### src/design/sgr_pkg.sv
// ----------------------------------------------------------------------------
// sgr_pkg: shared types and constants for the stable rotation engine
// Holds the per-stage payload carried down the cell chain.
// ----------------------------------------------------------------------------
package sgr_pkg;

  localparam int unsigned NumCells = 32;
  localparam logic [31:0] OneQ30  = 32'h4000_0000;

  typedef struct packed {
    logic         valid;
    logic         a_neg;
    logic         b_neg;
    logic         zero;
    logic [63:0]  s;
    logic [31:0]  q;
    logic [63:0]  rem;
    logic [127:0] ea;
    logic [95:0]  pa;
    logic [31:0]  fa;
    logic [127:0] eb;
    logic [95:0]  pb;
    logic [31:0]  fb;
  } sgr_cell_t;

endpackage

### src/design/sgr_front.sv
// ----------------------------------------------------------------------------
// sgr_front: magnitudes and squares
// Two stages: take magnitudes, then square; builds the chain's first payload.
// ----------------------------------------------------------------------------
module sgr_front (
  input  logic              clk,
  input  logic              rst,
  input  logic              en,
  input  logic              in_valid,
  input  logic [31:0]       a_value,
  input  logic [31:0]       b_value,
  output sgr_pkg::sgr_cell_t cout
);
  import sgr_pkg::*;

  logic        v1, v2;
  logic        an1, bn1, an2, bn2;
  logic [31:0] am, bm;
  logic [63:0] sqa, sqb;
  logic [63:0] s;

  always_ff @(posedge clk) begin
    if (rst) begin
      v1 <= 1'b0;
      v2 <= 1'b0;
    end else if (en) begin
      v1  <= in_valid;
      an1 <= a_value[31];
      bn1 <= b_value[31];
      am  <= a_value[31] ? (~a_value + 32'd1) : a_value;
      bm  <= b_value[31] ? (~b_value + 32'd1) : b_value;
      v2  <= v1;
      an2 <= an1;
      bn2 <= bn1;
      sqa <= 64'(am) * 64'(am);
      sqb <= 64'(bm) * 64'(bm);
    end
  end

  always_comb begin
    s          = sqa + sqb;
    cout.valid = v2;
    cout.a_neg = an2;
    cout.b_neg = bn2;
    cout.zero  = (s == 64'd0);
    cout.s     = s;
    cout.q     = 32'd0;
    cout.rem   = s;
    cout.ea    = {2'b00, sqa, 62'd0};
    cout.pa    = 96'd0;
    cout.fa    = 32'd0;
    cout.eb    = {2'b00, sqb, 62'd0};
    cout.pb    = 96'd0;
    cout.fb    = 32'd0;
  end

endmodule
### config.mk
export PLATFORM = sky130hd
export DESIGN_NAME = sgr_front
export DESIGN_NICKNAME = d
export VERILOG_FILES = /design/src/design/sgr_pkg.sv /design/src/design/sgr_front.sv
export SDC_FILE = /design/constraint.sdc
export NUM_CORES = 2
export LEC_CHECK = 0
export BUFFER_PORTS_ARGS = -buffer_cell sky130_fd_sc_hd__clkbuf_2
export CORE_MARGIN = 5
export CORE_UTILIZATION = 46
export CTS_CLUSTER_SIZE = 8
export DETAILED_ROUTE_END_ITERATION = 8
export SETUP_SLACK_MARGIN = 0.1
export SLEW_MARGIN = 20
export SYNTH_ARGS = -nofsm -noshare
export SYNTH_HDL_FRONTEND = slang
export SYNTH_SLANG_ARGS = --single-unit
### constraint.sdc
create_clock -name clk -period 32.9 [get_ports clk]
set_input_delay 6.58 -clock clk [delete_from_list [all_inputs] [get_ports clk]]
set_output_delay 6.58 -clock clk [all_outputs]
set_load 0.02 [all_outputs]
==> impl_summary.log <==
INFO  metric rsz0062_at_grt = false
INFO  metric area_growth_syn_to_layout = 3.34%
INFO  metric finalCritPeriodShare = 0.410
INFO  metric groute.usage.overall = 0.265
INFO  metric critical_path.top_delay_family = compound AO/OA/AOI/OAI gates
INFO  metric cp_num_buf_inv = 1
INFO  metric placement.io_buffers = 325
INFO  metric die_ar = 165000 µm²
INFO  metric chipWidth = 406 µm
INFO  metric fin_cells = 9751
INFO  metric hpwlAfterDp = 176 mm
INFO  metric critPathCaptureType = primary output
INFO  metric cts_tree = yes
INFO  metric yosys_register_bits = 196
INFO  metric finalClockSkew = 0.0304 ns
INFO  metric finalNetCount = 9989
INFO  metric syn_area_per_cell = 9.55 µm²
INFO  metric worst_ep_arrival_time = 6.90 ns
INFO  metric h-tree-depth = 4
INFO  metric wire_per_inst = 21.8 µm
INFO  metric drv_slew = 0
INFO  metric achievable-frequency = 74.2 MHz
INFO  metric numCtsBuffers = 17
INFO  metric die-height = 406 µm
INFO  metric synth-async-reset-ratio = 0
INFO  metric finalWeightedCongestion = 0.915
INFO  metric first_iter_violations = 2494
INFO  metric cts-root-buf = sky130_fd_sc_hd__clkbuf_16
INFO  metric worst_setup_hold_path_clk_slew = 0.09 ns
INFO  metric slew_headroom = 0.304
INFO  metric cpMostUsedCell = sky130_fd_sc_hd__or4b_1
INFO  metric clk-insertion-delay-late = 0.56 ns
INFO  metric layout-drive-gt1-share = 0.0636
INFO  metric cts_sinks = 196
INFO  metric grt_pass1_wl = 326 mm
INFO  metric post-cts-setup-buffers = 0
INFO  metric cts.path.max_buffers = 2
INFO  metric grt_antenna_before_repair = 9
INFO  metric preCtsSetupSlack = 20.37 ns
INFO  metric route.detailed.vias_per_inst = 5.04
INFO  metric drc = 0
INFO  metric synth.lib_cells_used.distinct = 83
INFO  metric ant_nets = 0
INFO  metric dr_total_vias = 49.1k
INFO  metric hp_class = reg -> reg
INFO  metric grt_max_degree = 126
INFO  metric timing.final.setup_violations = 0
INFO  metric postSynth.topFlopCell = sky130_fd_sc_hd__edfxtp_1
INFO  metric maxCapViolCount = 0
INFO  metric timing.final.ws_setup = 19.42 ns
INFO  metric timing.critical_path.from_type = flop
INFO  metric placed_cells = 9715
INFO  metric rows = 145
INFO  metric syn_area = 72200 µm²
INFO  metric first_global_vias = 54.0k
INFO  metric path_type_of_the_worst_setup_path = reg -> out
INFO  metric worst-endpoint-required = 26.32 ns
INFO  metric critical-path-max-stage-delay = 0.87 ns
INFO  metric overflow = 0
INFO  metric yosysSeqAreaShare = 0.0812
INFO  metric fin_tns_setup = 0 ns
INFO  metric final_hold_viol_count = 0
INFO  metric start_util = 0.462
INFO  metric worstMarginPinSlew = 1.04 ns
INFO  metric post_synth_edffs = 194
INFO  metric drtPass1Iterations = 5
INFO  metric ys_warn_count = 0
INFO  metric synth_cells = 7563
INFO  metric post_cts_resized = 0
INFO  metric cp_cell_sequence = ha_1 > a21o_4 > a21oi_4 > o21a_4 > o31ai_4 > a21oi_2 > o41ai_2 > a21oi_1 > o21bai_1 > xor2_1 > or4b_1 > or4b_1 > nor4_1 > nand4b_1 > nor4b_2 > clkbuf_2
INFO  metric placeableCoreArea = 156000 µm²
INFO  metric fillerInstances = 14.8k
INFO  metric wl = 212 mm
INFO  metric postCtsHoldBufs = 0
INFO  metric ioPinCount = 744
INFO  metric path_max_fanout = 6
INFO  metric finalWorstPathRequiredPeriod = 13.48 ns
INFO  metric cpMaxStageDelayCell = sky130_fd_sc_hd__o41ai_2
INFO  metric status = completed
layout make-up:
cell class              count  area [µm²]  share of cell area
repair buffers            400        2200              0.0295
clock inverters            14         165             0.00221
diodes                      4        10.0            0.000134
clock buffers              18         429             0.00575
multi-input cells        5096       56000               0.751
flip-flops and latches    196        5870              0.0786
inverters                1965        7380              0.0988
well taps                2058        2570              0.0345
final timing paths:
kind / startpoint / end / slack [ns] / depth (start not counted)
worst min-delay path: an1 / an2 / 0.42 / 0
worst max register to register: am[13] / sqa[58] / 22.46 / 32
worst min register to register: an1 / an2 / 0.42 / 0
worst max-delay path: sqa[3] / cout[672] / 19.42 / 16
registers in the layout, summed over array words and instances, names as in the netlist:
| register | flops |
|---|---|
| an2 | 1 |
| sqb | 63 |
| an1 | 1 |
| bm | 32 |
| sqa | 63 |
| bn2 | 1 |
| v2 | 1 |
| am | 32 |
| bn1 | 1 |
| v1 | 1 |
metal layers:
| layer | wire [µm] | vias up | GRT usage |
|---|---|---|---|
| met2 | 102000 | 1542 | 0.446 |
| met5 | 0 | - | 0 |
| met1 | 82400 | 25400 | 0.331 |
| li1 | - | 21900 | - |
| met4 | 7880 | 0 | 0.0862 |
| met3 | 19300 | 259 | 0.0717 |
metrics by stage:
stage | util | hold slack, ns | instance area [µm²]
3_3_place_gp | 0.474 | 0.403 | 74100
5_1_grt | 0.478 | 0.430 | 74700
3_5_place_dp | 0.474 | 0.406 | 74100
4_1_cts | 0.478 | 0.424 | 74700
2_1_floorplan | - | 0.400 | 73800
6_report | 0.478 | 0.423 | 74700
cell usage after synthesis (all sizes together) (7+ instances only):
master	number	area share
a211oi	18	0.0019
a21o	115	0.012
a21oi	189	0.013
a31o	23	0.0028
a31oi	31	0.0028
and2	478	0.041
and3	19	0.0016
and4	7	0.00085
buf	489	0.051
clkbuf	234	0.012
edfxtp	194	0.081
fa	1585	0.44
ha	660	0.11
inv	1964	0.10
nand2	589	0.031
nand2b	22	0.0019
nand3	32	0.0022
nand4	28	0.0024
nor2	147	0.0076
nor2b	42	0.0036
nor3	36	0.0025
nor4	9	0.00087
o211ai	7	0.00073
o21a	21	0.0023
o21ai	104	0.0072
o21bai	42	0.0045
o31ai	30	0.0033
o41ai	13	0.0018
or2	12	0.0010
or3	13	0.0011
or4	13	0.0014
xnor2	200	0.024
xor2	124	0.015
worst register-to-register path, delay by kind of cell, from the launching register on:
kind            cells  cell delay (ns)
fa+ha+maj           9             4.08
xor+xnor            2             0.35
compound gates     11             3.21
buf+inv             7             0.76
simple gates        3             1.14
flops               1             0.63
placed cells by master (no fill, tap or decap), drive strengths merged, types with 5 or more instances in the layout:
master / synthesis / layout
xnor2: 200 / 200
ha: 660 / 660
a311oi: 5 / 5
and4: 7 / 7
buf: 489 / 75
and3: 19 / 19
or3: 13 / 13
nor3: 36 / 36
o21ai: 104 / 104
edfxtp: 194 / 194
a21oi: 189 / 189
a21o: 115 / 115
nand2b: 22 / 22
mux2i: 6 / 6
o41ai: 13 / 13
o31ai: 30 / 30
or4: 13 / 13
inv: 1964 / 1974
or2: 12 / 12
nand3: 32 / 32
a31oi: 31 / 31
o21a: 21 / 21
fa: 1585 / 1585
nand2: 589 / 589
o21bai: 42 / 42
o211ai: 7 / 7
a31o: 23 / 23
clkinv: 1 / 5
nand4: 28 / 28
a211oi: 18 / 18
nor2b: 42 / 42
clkbuf: 234 / 343
xor2: 124 / 124
and2: 478 / 478
nor4: 9 / 9
conb: 1 / 418
nor2: 147 / 147
cell families after synthesis:
| group | Yosys count | synth area share |
|---|---|---|
| adder cells (fa/ha/maj) | 2245 | 0.554 |
| buffers and inverters | 2688 | 0.165 |
| multiplexers | 8 | 0.00114 |
| AND/OR/NAND/NOR | 1458 | 0.101 |
| flip-flops | 196 | 0.0812 |
| other | 1 | 0.0000519 |
| AO/OA/AOI/OAI | 643 | 0.0591 |
| XOR/XNOR | 324 | 0.0393 |
Power is left out: the tool's default activity adds up to more than one toggle a clock period on the data nets, which glitch-free logic cannot reach.
